===== config.mk =====
export PLATFORM = sky130hd
export DESIGN_NAME = tic_divider
export DESIGN_NICKNAME = d
export VERILOG_FILES = /design/src/sv/tic_pkg.sv /design/src/sv/tic_divider.sv
export SDC_FILE = /design/constraint.sdc
export NUM_CORES = 1
export LEC_CHECK = 0
export BUFFER_PORTS_ARGS = -buffer_cell sky130_fd_sc_hd__buf_2
export CAP_MARGIN = 25
export CORE_MARGIN = 8
export CORE_UTILIZATION = 47
export CTS_BUF_LIST = sky130_fd_sc_hd__clkbuf_16
export DETAILED_ROUTE_END_ITERATION = 7
export PLACE_DENSITY = 0.64
export REMOVE_ABC_BUFFERS = 1
export SYNTH_ARGS = -nofsm -noshare
export SYNTH_HDL_FRONTEND = slang
export SYNTH_SLANG_ARGS = --single-unit

===== constraint.sdc =====
create_clock -name clock -period 3.7 [get_ports clock]
set_input_delay 0.555 -clock clock [delete_from_list [all_inputs] [get_ports clock]]
set_output_delay 0.555 -clock clock [all_outputs]
set_load 0.005 [all_outputs]

===== src/sv/tic_pkg.sv =====
package tic_pkg;

   localparam int TIC_COORD_BITS = 16;
   localparam int TIC_FRAC_BITS  = 12;
   localparam int TIC_NUM_VERTS  = 3;
   localparam int TIC_NUM_CAND   = 2 * TIC_NUM_VERTS;

   typedef logic [1:0] count_type;

endpackage


===== src/sv/tic_divider.sv =====
module tic_divider #(
   parameter int COORD_BITS = tic_pkg::TIC_COORD_BITS,
   parameter int FRAC_BITS  = tic_pkg::TIC_FRAC_BITS
) (
   input  logic                  clock,
   input  logic                  en,
   input  logic [COORD_BITS-1:0] num,
   input  logic [COORD_BITS-1:0] den,
   output logic [FRAC_BITS-1:0]  quo
);
   import tic_pkg::*;

   localparam int CB = COORD_BITS;
   localparam int F  = FRAC_BITS;

   logic [CB-1:0] rem_ff [F];
   logic [CB-1:0] den_ff [F];
   logic [F-1:0]  q_ff   [F];

   // one quotient bit per stage, remainder stays below the divisor when the dividend starts below it
   for (genvar k = 0; k < F; k++) begin : g_stage
      logic [CB-1:0] rem_prev;
      logic [CB-1:0] den_prev;
      logic [F-1:0]  q_prev;
      logic [CB:0]   rem2;
      logic [CB:0]   sub;
      logic          qbit;

      if (k == 0) begin : g_first
         assign rem_prev = num;
         assign den_prev = den;
         assign q_prev   = '0;
      end else begin : g_next
         assign rem_prev = rem_ff[k-1];
         assign den_prev = den_ff[k-1];
         assign q_prev   = q_ff[k-1];
      end

      assign rem2 = {rem_prev, 1'b0};
      assign sub  = rem2 - {1'b0, den_prev};
      assign qbit = rem2 >= {1'b0, den_prev};

      always_ff @(posedge clock) begin
         if (en) begin
            rem_ff[k] <= qbit ? sub[CB-1:0] : rem2[CB-1:0];
            den_ff[k] <= den_prev;
            q_ff[k]   <= {q_prev[F-2:0], qbit};
         end
      end
   end

   assign quo = q_ff[F-1];

endmodule


== Yosys cells after proc, flatten, opt, wreduce, memory -nomap -nowiden ==
Memories as Yosys holds them, arrays and structs flattened.
Index checks and enable logic that the tools add are counted.

* Mux-type cells: 14
* Order comparisons: 12
* $add $sub $neg: 12

{| class="wikitable"
|+ Operators by type and width
! kind !! number
|-
| 17-bit by 16-bit greater-or-equal comparator with 1-bit output || 12
|-
| 16-bit 2-to-1 mux || 12
|-
| 16-bit subtractor || 12
|-
| 1-bit 2-to-1 mux || 2
|}

* Bits in writable memories: 528
* Input port bits: 34
* Memories kept: 3
* Output and inout bits: 12
* Word-level logic and storage cells: 41
* Register bits after elaboration: 0

{| class="wikitable"
|+ Memories
! memory !! depth !! width !! read ports !! clocked after Yosys merged registers in !! write ports !! line !! source
|-
| den_ff || 12 || 16 || 11 || 0 || 12 || tic_divider.sv:17 || <nowiki>logic [CB-1:0] den_ff [F];</nowiki>
|-
| rem_ff || 12 || 16 || 11 || 0 || 12 || tic_divider.sv:16 || <nowiki>logic [CB-1:0] rem_ff [F];</nowiki>
|-
| q_ff || 12 || 12 || 12 || 0 || 12 || tic_divider.sv:18 || <nowiki>logic [F-1:0] q_ff [F];</nowiki>
|}

== Logic depth before layout (Yosys ltp) ==
An unclocked memory read counts as a cell.

* Word-level depth: 3
* Gate-level depth with buffers: 12

== Worst setup path before layout ==
No wires, ideal clock.

* Path type: register to register
* Start point: memory rem_ff[3][7] (netlist name)
* End point: memory rem_ff[4][10] (netlist name), data pin
* Stages on the path, launching flop included: 9
* Data arrival time: 2.477 ns
* Setup slack: 0.963 ns
* Cell sequence: edfxtp_1 ha_1 a21oi_1 or3b_1 o211ai_1 a21oi_1 nor3_4 buf_6 mux2_2

{| class="wikitable"
|+ RTL lines
! element !! line
|-
| start: declaration || tic_divider.sv:16
|}

==> impl_metrics.yaml <==
cells_and_area:
  instances_no_fill: 2905
  areaGrowthSynthToFinish_pct: 11.75
  drive_gt1_share_pct: 9.034
  post-route-util_pct: 53.17
  diodes: 0
  design_area_um2: 27280
  final_net_count: 2424
critical_path:
  worst-path-max-fanout: 26
  cp_data_required_time_ps: 4040
  cp_top_family: "compound AO/OA/AOI/OAI gates"
  worst_path_max_delay_cell: "ha_1"
  cp_cell_sequence: "ha_1, and2_1, a311oi_2, nand2_1, a221o_1, o31ai_4, buf_4, a211oi_1, a21o_1"
  slowest_delay_ps: 430
  critPathArrivalTime_ps: 3430
  path_class: "register to register"
  cp-start-kind: "register"
  end_kind: "register"
  worst-r2r-setup-slack_ps: 620
  crit_buf_inv: 1
global_routing:
  grt.overflow.total: 0
  antenna_found_initial: 0
  grt_pass1_vias: 16860
  grt_max_degree: 89
  grt_pass1_wl_um: 79210
  grt_usage_pct: 16.17
floorplanning:
  dieArea_um2: 59490
  dieWidth_um: 243.9
  chipHeight_um: 243.9
  io_pins: 46
  start_util_pct: 47.58
  coreArea_um2: 51300
  rows: 83
timing:
  hold_viol: 0
  setup_slack_ps: 617.3
  maxSlewViolCount: 0
  tightest_slew_ps: 993.8
  fmax_ghz: 0.3244
  slew_headroom_pct: 33.75
  grt_setup_unrepaired: "false"
  fin_crit_sh_pct: 83.32
  final-setup-viol-count: 0
  clock_skew_ps: 20.25
  final.min_clock_period_ps: 3083
logic_synthesis:
  ys_seq_elements: 430
  synthFlopType: "edfxtp_1"
  yosys.area.top_type: "edfxtp_1"
  syn_avg_cell_area_um2: 11.62
  synthTopCellsByArea: "edfxtp_1, ha_1, inv_1"
  yosysMostFrequentCell: "edfxtp_1"
  yosys.cell_types.count: 86
  synth_common_cells: "edfxtp_1, inv_1, ha_1, nand2_1, a21oi_1"
  async_flop_share_pct: 0
  ys_seq_area_share_pct: 52.90
  synth_edf_count: 430
  synth_top_cell_area_share_pct: 52.90
  yosys_warnings: 0
  synth_cells: 2101
  synth_area_um2: 24410
cts:
  cts_num_sinks: 430
  clock_path_buffers: 3
  cts_inserted_buffers: 48
  htree_num_levels: 2
  cts_hold_buf: 0
  clock-root-buffer: "clkbuf_16"
  postCtsSetupBuffers: 0
  clkLatencyLatePin_ps: 590
  clk_pin_slew_ps: 60
  cts_resized: 0
  cts_tree: "yes"
power_and_ir_drop:
  peakVddDrop_mv: 0.3565
  combPwrFrac_pct: 43.0
  power_frac_seq_pct: 34.6
  switching_share_pct: 35.00
  clkPwrFrac_pct: 22.4
  p_sw_w: 0.007870
  cellLeakagePower_nw: 11.26
  p_int_w: 0.01462
  p_per_area_nw_per_um2: 824.3
route:
  drc_errors: 0
  wl_um: 49140
  ant_nets: 0
  avgViaCountPerCell: 5.511
  wl_per_cell_um: 16.92
  drt-initial-drc-count: 603
  drt_pass1_iterations: 5
  vias: 16010
flow_run:
  drv_cap: 0
placed_design:
  placed_cells: 2818
  dpl_worst_slack_ps: 531.3
  portBuffers: 45
  hpwl_um: 37540
  routabilityCongestion: 0.8931
  dpl-instance-area_um2: 25600
min_path:
  hp-class: "input pin to register"
run_status:
  status: "finished, final reports clean"
## cell usage in the layout (no fill, tap or decap), drive strengths merged, types with 24 or more instances in the layout
cell type and instances:
nand2 141, a21o 59, xor2 48, a21oi 143, nand4 24, nor2b 33
o21a 37, edfxtp 430, ha 191, inv 243, buf 69, o21ai 112
xnor2 65, a31oi 26, mux2 88, clkbuf 48, nor2 117
## layout make-up
cell class	count	area [um^2]
timing repair buffer	69	452.9
sequential	430	12910
multi-input combinational	1400	10480
fill	4281	24020
clock buffer	48	1201
tap	680	850.8
clock inverter	39	481.7
inverter	239	897.1
## power groups by stage
stage / clock [W] / combinational, W / sequential [W]
floorplan: 0 / 0.00741 / 0.00766
global placement: 0 / 0.00943 / 0.00784
detailed placement: 0 / 0.00963 / 0.00788
CTS: 0.00519 / 0.00970 / 0.00779
global route: 0.00534 / 0.0107 / 0.00791
finish: 0.00504 / 0.00967 / 0.00778
## metal layers
metal / vias to the layer above / global-route usage [%] / wire, um
met3: 161 / 2.133 / 1305
met2: 304 / 34.15 / 28280
met5: - / 0 / 0
li1: 7920 / - / -
met4: 0 / 9.657 / 2836
met1: 7625 / 13.83 / 16720
## logic make-up after synthesis
kind of cell	share of synthesized area (%)
multiplexers	4.700
flip-flops	52.90
AO/OA/AOI/OAI	14.34
AND/OR/NAND/NOR	9.021
XOR/XNOR	4.054
adder cells (fa/ha/maj)	10.69
buffers and inverters	4.300
## flip-flops by register name, summed over array words and instances, names as in the netlist
| signal | cells |
|---|---|
| rem_ff | 176 |
| q_ff | 78 |
| den_ff | 176 |
## stage by stage
| stage | total power, W | setup TNS, ps | hold WS [ps] |
|---|---|---|---|
| 2_1_floorplan | 0.01507 | -2645 | 400.3 |
| 3_3_place_gp | 0.01727 | 0 | 400.8 |
| 3_5_place_dp | 0.01751 | 0 | 404.5 |
| 4_1_cts | 0.02267 | 0 | 123.3 |
| 5_1_grt | 0.02396 | 0 | 137.7 |
| 6_report | 0.02249 | 0 | 162.0 |
## worst paths after layout
kind	cells after the start	end	from
setup / recovery	9	rem_ff[7][4]	rem_ff[6][7]
hold / removal	1	den_ff[0][15]	den[15]
setup reg to reg	9	rem_ff[7][4]	rem_ff[6][7]
hold reg to reg	0	q_ff[11][11]	q_ff[10][10]
No activity file was read; power rests on OpenSTA's default activity.
