[config.mk]
export PLATFORM = sky130hd
export DESIGN_NAME = tic_lerp
export DESIGN_NICKNAME = d
export VERILOG_FILES = /design/src/sv/tic_pkg.sv /design/src/sv/tic_lerp.sv
export SDC_FILE = /design/constraint.sdc
export NUM_CORES = 1
export LEC_CHECK = 0
export ABC_CLOCK_PERIOD_IN_PS = 8700
export BUFFER_PORTS_ARGS = -buffer_cell sky130_fd_sc_hd__buf_2
export CAP_MARGIN = 20
export CORE_ASPECT_RATIO = 0.8
export CORE_UTILIZATION = 42
export CTS_CLUSTER_DIAMETER = 120
export DETAILED_ROUTE_END_ITERATION = 10
export PLACE_DENSITY = 0.62
export SKIP_LAST_GASP = 1
export SLEW_MARGIN = 20
export SYNTH_ARGS = -nofsm -noshare
export SYNTH_HDL_FRONTEND = slang
export SYNTH_SLANG_ARGS = --single-unit
[constraint.sdc]
create_clock -name clock -period 8.7 [get_ports clock]
set_input_delay 0.87 -clock clock [delete_from_list [all_inputs] [get_ports clock]]
set_output_delay 0.87 -clock clock [all_outputs]
set_load 0.02 [all_outputs]
[src/sv/tic_pkg.sv]
package tic_pkg;

   localparam int TIC_COORD_BITS = 16;
   localparam int TIC_FRAC_BITS  = 12;
   localparam int TIC_NUM_VERTS  = 3;
   localparam int TIC_NUM_CAND   = 2 * TIC_NUM_VERTS;

   typedef logic [1:0] count_type;

endpackage

[src/sv/tic_lerp.sv]
module tic_lerp #(
   parameter int COORD_BITS = tic_pkg::TIC_COORD_BITS,
   parameter int FRAC_BITS  = tic_pkg::TIC_FRAC_BITS
) (
   input  logic                         clock,
   input  logic                         en,
   input  logic signed [COORD_BITS-1:0] base,
   input  logic signed [COORD_BITS:0]   diff,
   input  logic        [FRAC_BITS-1:0]  ratio,
   output logic signed [COORD_BITS-1:0] result
);
   import tic_pkg::*;

   localparam int CB = COORD_BITS;
   localparam int F  = FRAC_BITS;
   localparam int PW = CB + F + 2;
   localparam int SW = CB + 2;

   localparam logic signed [PW-1:0] HALF = {{(PW-1){1'b0}}, 1'b1} << (F - 1);
   localparam logic signed [SW-1:0] CMAX = {3'b000, {(CB-1){1'b1}}};
   localparam logic signed [SW-1:0] CMIN = {3'b111, {(CB-1){1'b0}}};

   logic signed [F:0]    rs;
   logic signed [PW-1:0] prod_in;
   logic signed [PW-1:0] prod_ff;
   logic signed [CB-1:0] base_ff;
   logic signed [PW-1:0] rnd;
   logic signed [PW-1:0] shr;
   logic signed [SW-1:0] off;
   logic signed [SW-1:0] sum;
   logic signed [CB-1:0] result_in;
   logic signed [CB-1:0] result_ff;

   assign rs      = {1'b0, ratio};
   assign prod_in = PW'(diff) * PW'(rs);

   // round half up, then saturate to the coordinate range
   assign rnd = prod_ff + HALF;
   assign shr = rnd >>> F;
   assign off = shr[SW-1:0];
   assign sum = SW'(base_ff) + off;

   always_comb begin
      if (sum > CMAX) begin
         result_in = CMAX[CB-1:0];
      end else if (sum < CMIN) begin
         result_in = CMIN[CB-1:0];
      end else begin
         result_in = sum[CB-1:0];
      end
   end

   always_ff @(posedge clock) begin
      if (en) begin
         prod_ff   <= prod_in;
         base_ff   <= base;
         result_ff <= result_in;
      end
   end

   assign result = result_ff;

endmodule

## Word-level counts from Yosys, hierarchy flattened

Index checks and enable logic that the tools add are counted.

- $add $sub $neg: 2
- $mul: 1
- Order comparisons: 2
- Muxes and demuxes: 1

Operator list:

| cell | number |
|---|---|
| adder 30 x 13 -> 30 bit (second input constant) | 1 |
| multiplier 17 x 13 -> 30 bit | 1 |
| adder 16 x 18 -> 18 bit | 1 |
| greater-than comparator 18 x 16 -> 1 bit (second input constant) | 1 |
| less-than comparator 18 x 16 -> 1 bit (second input constant) | 1 |
| 2-to-1 mux 16 bit | 1 |

- Flip-flop bits (word level): 62
- Input port bits: 47
- Output and inout bits: 16
- Logic and storage cells: 9

## Longest topological paths before layout

Gate-level depths: netlist of the first run.

- Word-level depth: 4
- Depth in mapped cells: 22
- Depth with buffers taken out: 20

## Worst setup path after synthesis of the first run

OpenSTA, ideal clock, no wires.

- Path type: in2reg
- Start: input port ratio[9]
- End: register prod_ff[29] (data pin)
- Library setup time: 0.266 ns
- Data arrival time: 5.848 ns
- Data required time: 8.434 ns
- Setup slack: 2.586 ns
- Stages on the path: 19
- Buffers on the path: 2
- Path through: clkbuf_1 clkbuf_1 nand2_1 fa_1 fa_1 inv_1 fa_1 fa_1 inv_1 fa_1 inv_1 ha_1 a21o_1 a2111oi_0 a21oi_1 a31oi_1 o21ai_1 o41ai_1 xnor2_1

- Longest elaborated chain between the ends: 1

RTL lines:

| item | RTL line | source |
|---|---|---|
| from (decl) | tic_lerp.sv:9 | `input logic [FRAC_BITS-1:0] ratio,` |
| multiplier 17 x 13 -> 30 bit | tic_lerp.sv:35 | `assign prod_in = PW'(diff) * PW'(rs);` |
| named net prod_in[29] | tic_lerp.sv:24 | `logic signed [PW-1:0] prod_in;` |
| to (signal assigned) | tic_lerp.sv:55 | `prod_ff <= prod_in;` |
| to (decl) | tic_lerp.sv:25 | `logic signed [PW-1:0] prod_ff;` |

The timed path passes the listed nets, and every way through them passes these cells.
A chain may end at the register's enable or synchronous reset.

## Final worst setup path of the first run

Ends and elaborated chain as after synthesis.

==> impl_metrics.toml, run 1 <==
[clock_network]
clkSinkCount = 51
cts_buffers = 5
clk_path_buf_depth = 2
holdBufCountCts = 0
root_buffer = "clkbuf_16"
tritoncts = "built"
cts_setup_buffers = 0
postCtsResizedCells = 0
cts_max_level = 2
clkTransAtPathRegs_ns = 0.06
clkLatencyLatePin_ns = 0.28

[finish]
layout-drive-gt1-share = 0.0710
nets = 1443
area_delta_synth_final_pct = 7.21
final_area_mm2 = 0.0109
final_cell_mix = "264 x inv_1, 188 x fa_1, 132 x nand2_1, 96 x and2_1, 83 x ha_1"
final_common_cell = "inv_1"
diodes = 0
fillCellCount = 2322
instances_no_fill = 1438

[floorplan]
num_io_pins = 63
die_area_mm2 = 0.0249
die_h_um = 141
rows = 50
start_util = 0.432
die_width_um = 176
coreArea_mm2 = 0.0236

[routing]
drt_iter0_drc = 360
wl_per_cell_um = 14.1
highest_layer = "met4"
drc = 0
drt_wl_total_mm = 20.3
vias = 6998
viasPerCell = 4.87
dr.pass1.iters = 4
antenna_left = 0
routed-wl-met2_mm = 8.77
drt-met1-wl_mm = 10.4
wl_met3_mm = 1.08

[critical_path]
cp.arrival_ns = 6.20
cp_max_fo = 17
cp_slowest_cell = "fa_1"
crit_type = "in -> reg"
cp_cell_sequence = "buf_2, nand2_1, fa_1, inv_1, fa_1, fa_1, fa_1, inv_1, fa_1, inv_1, ha_1, a21o_1, a2111oi_0, a21oi_1, a31oi_1, o21ai_1, o41ai_1, xnor2_1"
endpoint_kind = "flop"
worst_ep_required_time_ns = 8.72
crit_top_cell = "fa_1"
r2r-start = "prod_ff[14]"
slowest_delay_ns = 0.56
startpoint_type = "primary input"
crit_family = "adder cells"
path_buf_inv = 4
startpoint = "ratio[9]"

[min_path]
min_from = "base_ff[0]"
hold_class = "reg -> reg"

[timing]
skew_ns = 0.00880
finalCritPeriodShare = 0.710
fin_ws_ns = 2.52
max_freq_mhz = 162
worst_pin_slew_ns = 0.601
rsz0062_at_grt = "no"
slew-limit-headroom = 0.599
period_needed_ns = 6.18
setup_tns_ns = 0
setup_viol = 0
final-hold-violation-count = 0
finalMaxSlewViolations = 0

[placement]
postPlaceCellArea_mm2 = 0.0107
hpwl_mm = 17.4
port_buffers = 62
dpl.cell_count = 1430
gp_congestion = 0.818
pre_cts_ws_ns = 2.21

[yosys]
synth_edf_count = 51
yosys_warnings = 0
synth_top_area_cell = "fa_1"
synth_cells = 1094
synth_cell_types = 52
synth_ff_type = "edfxtp_1"
netlist_area_mm2 = 0.0102
netlist_top_cells_area = "fa_1 37%, edfxtp_1 15%, ha_1 10%, inv_1 9.7%, and2_1 5.9%"
synth-seq-cells = 51
syn_avg_cell_area_um2 = 9.31
syn_nets = 1412
async_flop_share = 0
synth_top_area_frac = 0.370
synth-seq-area-share = 0.150

[global_routing]
grt_use_total = 0.176
antenna_found_initial = 0
first_global_vias = 7147
grt_max_degree = 52
grt-ovfl-total = 0
grt_pass1_wl_mm = 35.0

[outcome]
status = "complete, no violations"

[flow_run]
cap_violations = 0
-- worst reg2reg max path, delay by kind of cell (launching register included) --
kind / cells / cell delay, ns
AO/OA/AOI/OAI: 7 / 1.56
AND/OR/NAND/NOR: 5 / 1.02
flip-flops: 1 / 0.42
XOR/XNOR: 2 / 0.40
adder cells (fa/ha/maj): 1 / 0.33
-- layer usage --
layer | up-vias | GRT usage
met5 | - | 0
met4 | 0 | 0.0192
met3 | 7 | 0.0185
met2 | 143 | 0.282
met1 | 3447 | 0.264
li1 | 3401 | -
-- area by class of cell --
class / count / area, µm² / share of cell area
clock buffers: 6 / 129 / 0.0118
clock inverters: 2 / 60.1 / 0.00550
inverters: 264 / 991 / 0.0908
multi-input cells: 741 / 7500 / 0.687
flip-flops and latches: 51 / 1530 / 0.140
well taps: 312 / 390 / 0.0358
repair buffers: 62 / 313 / 0.0287
-- flip-flops by register name, summed over array words and instances (netlist names) --
name / cells
prod_ff: 19
result: 16
base_ff: 16
-- final timing paths --
kind,depth (start not counted),slack [ns],end
setup / recovery,18,2.52,prod_ff[29]
hold / removal,3,0.74,result[0]
setup reg to reg,15,4.70,result[11]
hold reg to reg,3,0.74,result[0]
-- metrics by stage --
stage	hold WS [ns]	utilization
2_1_floorplan	0.669	-
3_3_place_gp	0.717	0.455
3_5_place_dp	0.736	0.455
4_1_cts	0.749	0.463
5_1_grt	0.745	0.463
6_report	0.737	0.463
-- logic make-up (layout without fill, tap and decap cells) --
| family | count (synthesis) | after routing | synth area share |
|---|---|---|---|
| DFF | 51 | 51 | 0.150 |
| xor gates and xnor gates | 50 | 50 | 0.0438 |
| buffers and inverters | 302 | 334 | 0.113 |
| adders and majority gates | 271 | 271 | 0.472 |
| AOI/OAI and AO/OA | 105 | 105 | 0.0682 |
| and+or+nand+nor | 315 | 315 | 0.153 |
-- synthesized netlist by cell type (2+ instances only) --
master	number
buf_4	2
nor3_1	8
nand3_1	19
fa_1	188
and4_1	2
and2_1	96
o21ai_1	19
a31oi_1	5
or3_1	2
nand2b_1	2
o2111ai_1	2
edfxtp_1	51
and3_1	9
nand4_1	7
xor2_1	17
nor4_1	2
a21oi_1	30
o21ai_0	8
a2111oi_0	2
a21oi_2	3
o21a_1	4
clkbuf_1	35
o211ai_1	6
a21o_1	9
nand2_1	132
inv_1	264
nor2_1	23
xnor2_1	32
ha_1	83
nor2b_1	7
a211oi_1	4
Power of run 1 is left out: the tool's default activity adds up to more than one toggle a clock period on the data nets, which glitch-free logic cannot reach.
==> inputs of run 2 (changes only) <==
- ABC_AREA: default -> 1
- ABC_CLOCK_PERIOD_IN_PS: 8700 -> 5300
- PLACE_DENSITY: 0.62 -> 0.64
- clock period: 8.7 -> 5.3 ns (I/O delays scaled with it)
==> run 2 against run 1 <==
Against the previous run: first-iteration DRC count is 14% higher; clock skew hardly changed; worst hold slack lost 0.33 ns; synthesized cell count rose by 36%.
==> impl_metrics.toml, run 2 <==
[outcome]
status = "complete, no violations"

[yosys]
synth_top_area_cell = "fa_1"
netlist_area_mm2 = 0.0113
synth_top_area_frac = 0.333
synth-seq-area-share = 0.136
yosys_warnings = 0
async_flop_share = 0
synth_cell_types = 34
synth_ff_type = "edfxtp_1"
syn_nets = 1810
netlist_top_cells_area = "fa_1 33%, inv_1 15%, nand2_1 14%, edfxtp_1 14%, ha_1 9.2%"
synth-seq-cells = 51
syn_avg_cell_area_um2 = 7.57
synth_cells = 1492
synth_commonest_cells = "440 x inv_1, 420 x nand2_1, 188 x fa_1"
synth.most_common_cell = "inv_1"
synth_edf_count = 51

[critical_path]
crit_top_cell = "fa_1"
crit_family = "adder cells"
r2r-start = "prod_ff[11]"
cp_cell_sequence = "buf_2, nand2_1, fa_1, fa_1, inv_1, fa_1, fa_1, inv_1, fa_1, inv_1, ha_1, buf_4, nand2_1, nor2_2, inv_1, nor4_1, o21ai_1, nand3_1, nand2_1"
startpoint_type = "primary input"
slowest_delay_ns = 0.55
cp.arrival_ns = 5.11
crit_type = "in -> reg"
cp_slowest_cell = "fa_1"
endpoint_kind = "flop"
worst_ep_required_time_ns = 5.36
path_buf_inv = 6
startpoint = "ratio[5]"
cp_max_fo = 13

[floorplan]
die_h_um = 149
start_util = 0.429
coreArea_mm2 = 0.0263
num_io_pins = 63
rows = 53
die_area_mm2 = 0.0276
die_width_um = 185

[finish]
diodes = 0
seq_area_mm2 = 0.00153
final_common_cell = "inv_1"
final_area_mm2 = 0.0127
area_delta_synth_final_pct = 12.1
multi_input_comb_area_mm2 = 0.00794
regMostFlops = "prod_ff"
final_util = 0.481
nets = 1909
layout-drive-gt1-share = 0.107
fillCellCount = 2653
largest_register_ffs = 19
final_cell_mix = "438 x inv_1, 420 x nand2_1, 188 x fa_1, 83 x ha_1, 72 x buf_4"

[placement]
port_buffers = 62
hpwl_mm = 22.2
gp_congestion = 0.971
postPlaceCellArea_mm2 = 0.0125

[timing]
whs_ns = 0.407
finalCritPeriodShare = 0.953
finalMaxSlewViolations = 0
max_freq_mhz = 198
period_needed_ns = 5.05
skew_ns = 0.00876
rsz0062_at_grt = "no"
final-hold-violation-count = 0
slew-limit-headroom = 0.574
setup_viol = 0
worst_pin_slew_ns = 0.640

[clock_network]
holdBufCountCts = 0
cts_buffers = 5
clkTransAtPathRegs_ns = 0.07
tritoncts = "built"
clkSinkCount = 51
clk_path_buf_depth = 2
clkLatencyLatePin_ns = 0.30
cts_max_level = 2
root_buffer = "clkbuf_16"

[routing]
antenna_left = 0
wl_met3_mm = 1.23
vias = 9002
viasPerCell = 4.62
drt-met1-wl_mm = 12.2
drt_iter0_drc = 412
dr.pass1.iters = 5
wl_per_cell_um = 12.7
routed-wl-met2_mm = 11.0
drc = 0
highest_layer = "met4"
drt_wl_total_mm = 24.8

[flow_run]
cap_violations = 0

[global_routing]
grt-ovfl-total = 0
grt_pass1_wl_mm = 44.4
grt_max_degree = 52
first_global_vias = 9458
grt_use_total = 0.199
antenna_found_initial = 0

[min_path]
min_from = "base[15]"
hold_class = "in -> reg"
[run 2: cell count changes in the layout (fill, tap and decap cells not counted), moves of 7 or more]
cell	before	now
a21oi_1	30	45
and2_1	96	1
and3_1	9	0
buf_4	1	72
inv_1	264	438
nand2_1	132	420
nand3_1	19	43
nor2_1	23	56
nor2b_1	7	0
o21ai_1	19	2
xnor2_1	32	21
xor2_1	17	24
[run 2: cell families (layout without fill, tap and decap cells)]
group | count (synthesis) | count (layout) | share of synthesized area
fa+ha+maj | 271 | 271 | 0.425
simple gates | 561 | 561 | 0.203
compound gates | 79 | 79 | 0.0386
flops | 51 | 51 | 0.136
buf+inv | 485 | 585 | 0.163
xor+xnor | 45 | 45 | 0.0349
[run 2: path summary, 6_finish.rpt]
path | slack, ns | to | depth (start not counted)
max | 0.25 | prod_ff[22] | 19
min reg2reg | 0.68 | result[0] | 3
min | 0.41 | base_ff[15] | 1
max reg2reg | 1.85 | result[11] | 17
[run 2: metal layers]
| metal | track usage | vias to the layer above |
|---|---|---|
| li1 | - | 4497 |
| met1 | 0.288 | 4271 |
| met2 | 0.330 | 202 |
| met3 | 0.0169 | 32 |
| met4 | 0.0339 | 0 |
| met5 | 0 | - |
[run 2: final cells by class]
| cell class | count | share of cell area |
|---|---|---|
| Clock buffer | 5 | 0.00988 |
| Multi-Input combinational cell | 956 | 0.627 |
| Sequential cell | 51 | 0.121 |
| Clock inverter | 3 | 0.00533 |
| Timing Repair Buffer | 135 | 0.0701 |
| Tap cell | 357 | 0.0353 |
| Inverter | 442 | 0.131 |
[run 2: per-stage QoR]
step / TNS [ns] / std cells / worst slack [ns]
2_1_floorplan: 0 / 1492 / 0.0420
3_3_place_gp: -0.844 / 1941 / -0.130
3_5_place_dp: -0.812 / 1941 / -0.170
4_1_cts: 0 / 1949 / 0.149
5_1_grt: 0 / 1949 / 0.00757
6_report: 0 / 1949 / 0.249
[run 2: what timing repair did]
| item | in CTS | in global routing |
|---|---|---|
| endpoints found under the setup margin | 0 | 7 |
| gates resized for setup | 0 | 10 |
| hold endpoints to repair | 0 | 0 |
| setup buffers | 0 | 0 |
[run 2: worst register-to-register path, stage by stage, from the launching register on]
cell,delay [ns]
edfxtp_1,0.37
ha_1,0.29
nand3_1,0.15
nor3_1,0.20
nand4_1,0.17
nor2_1,0.20
nand3_1,0.14
nor2_1,0.13
xor2_1,0.08
ha_1,0.41
inv_1,0.11
nor3_2,0.19
and2_1,0.14
nand2_1,0.07
nand3_1,0.10
nand4_1,0.17
nand2_4,0.19
nand2_1,0.09
Power of run 2 is left out for the same reason.
==> inputs of run 3 (changes only) <==
- CORE_MARGIN: default -> 8
- CORE_UTILIZATION: 42 -> 52
- CTS_BUF_LIST: default -> sky130_fd_sc_hd__clkbuf_4
- PLACE_DENSITY: 0.64 -> 0.75
==> run 3 against run 2 <==
Against the previous run: flip-flop and latch count unchanged; first-iteration DRC count up 48%; design area down 2.8%; worst setup slack worse by 0.035 ns; largest cell class unchanged; cell count down 4.8%; die area down 3.0%; routed wire length up 2.3%; register-to-register slack better by 0.04 ns; clock skew about the same.
==> impl_metrics.toml, run 3 (same netlist as run 2, synthesis figures left out) <==
[outcome]
status = "complete, no violations"

[global_routing]
antenna_found_initial = 0
first_global_vias = 9581
grt_pass1_wl_mm = 44.8
grt_use_total = 0.201
grt_max_degree = 52
grt-ovfl-total = 0

[clock_network]
cts_buffers = 5
root_buffer = "clkbuf_4"
tritoncts = "built"
postCtsResizedCells = 0
clk_path_buf_depth = 2
cts_setup_buffers = 0
clkTransAtPathRegs_ns = 0.14
cts_max_level = 2
clkSinkCount = 51
clkLatencyLatePin_ns = 0.38
holdBufCountCts = 0

[critical_path]
rrSetupSlack_ns = 1.89
slowest_delay_ns = 0.54
r2r-start = "prod_ff[11]"
crit_top_cell = "fa_1"
worst_ep_required_time_ns = 5.43
cp_cell_sequence = "buf_2, nand2_1, fa_1, inv_1, fa_1, fa_1, fa_1, inv_1, fa_1, inv_1, ha_1, a21oi_1, a21boi_0, o21ai_0, a21oi_1, xnor2_1"
startpoint_type = "primary input"
cp_max_fo = 15
cp.arrival_ns = 5.21
regToRegEndpoint = "result[10]"
startpoint = "ratio[8]"
crit_type = "in -> reg"
endpoint_kind = "flop"
reg2regPathDepth = 19
cp_slowest_cell = "fa_1"

[finish]
final_util = 0.574
multi_input_comb_area_mm2 = 0.00793
instances_no_fill = 1855
layout-drive-gt1-share = 0.0968
nets = 1897
diodes = 0
final_common_cell = "inv_1"
seq_area_mm2 = 0.00153
fillCellCount = 1958
area_delta_synth_final_pct = 8.90
largest_register_ffs = 19
final_cell_mix = "440 x inv_1, 420 x nand2_1, 188 x fa_1, 83 x ha_1"
regMostFlops = "prod_ff"

[floorplan]
num_io_pins = 63
rows = 48
die_width_um = 181
coreArea_mm2 = 0.0214
die_area_mm2 = 0.0267
die_h_um = 148
start_util = 0.527

[routing]
drt_wl_total_mm = 25.4
wl_per_cell_um = 13.7
antenna_left = 0
vias = 9188
dr.pass1.iters = 5
drc = 0
viasPerCell = 4.95
drt_iter0_drc = 609

[placement]
gp_congestion = 0.917
dpl.cell_count = 1847
hpwl_mm = 22.4
port_buffers = 62

[timing]
period_needed_ns = 5.09
setup_viol = 0
rsz0062_at_grt = "no"
finalCritPeriodShare = 0.960
slew-limit-headroom = 0.562
finalMaxSlewViolations = 0
worst_pin_slew_ns = 0.656
skew_ns = 0.00913
max_freq_mhz = 197
final-hold-violation-count = 0

[min_path]
hold_class = "in -> reg"
min_from = "base[5]"
holdPathStages = 1
holdPathEnd = "base_ff[5]"

[flow_run]
cap_violations = 0
## run 3: layout make-up
class,count,share of cell area
clock buffers,7,0.00427
clock inverters,1,0.000407
inverters,442,0.135
multi-input cells,956,0.644
flip-flops and latches,51,0.124
well taps,275,0.0280
repair buffers,123,0.0636
## run 3: worst max path at each step
stage / endpoint
finish: prod_ff[17]
global route: prod_ff[22]
CTS: prod_ff[17]
detailed placement: prod_ff[17]
global placement: prod_ff[22]
floorplan: prod_ff[29]
## run 3: worst max-delay path: cells and delay by family
family                   cells  cell delay [ns]
buffers and inverters        4             0.43
XOR/XNOR                     1             0.14
AO/OA/AOI/OAI                4             1.09
AND/OR/NAND/NOR              1             0.13
adder cells (fa/ha/maj)      6             2.89
## run 3: stage by stage
stage	setup slack, ns	hold WS [ns]	setup TNS (ns)	area (µm²)
global placement	-0.186	0.657	-0.517	12200
CTS	0.278	0.291	0	12300
detailed placement	-0.136	0.639	-0.561	12200
finish	0.213	0.308	0	12300
floorplan	0.0420	0.612	0	11300
global route	0.0170	0.285	0	12300
## run 3: per-layer routing
metal | routed length, µm | vias to the layer above | share of wire | global-route usage
li1 | - | 4484 | - | -
met1 | 11900 | 4379 | 0.47 | 0.277
met2 | 11500 | 282 | 0.45 | 0.338
met3 | 1470 | 43 | 0.058 | 0.0218
met4 | 523 | 0 | 0.021 | 0.0479
met5 | 0 | - | 0 | 0
Power of run 3 is left out for the same reason.
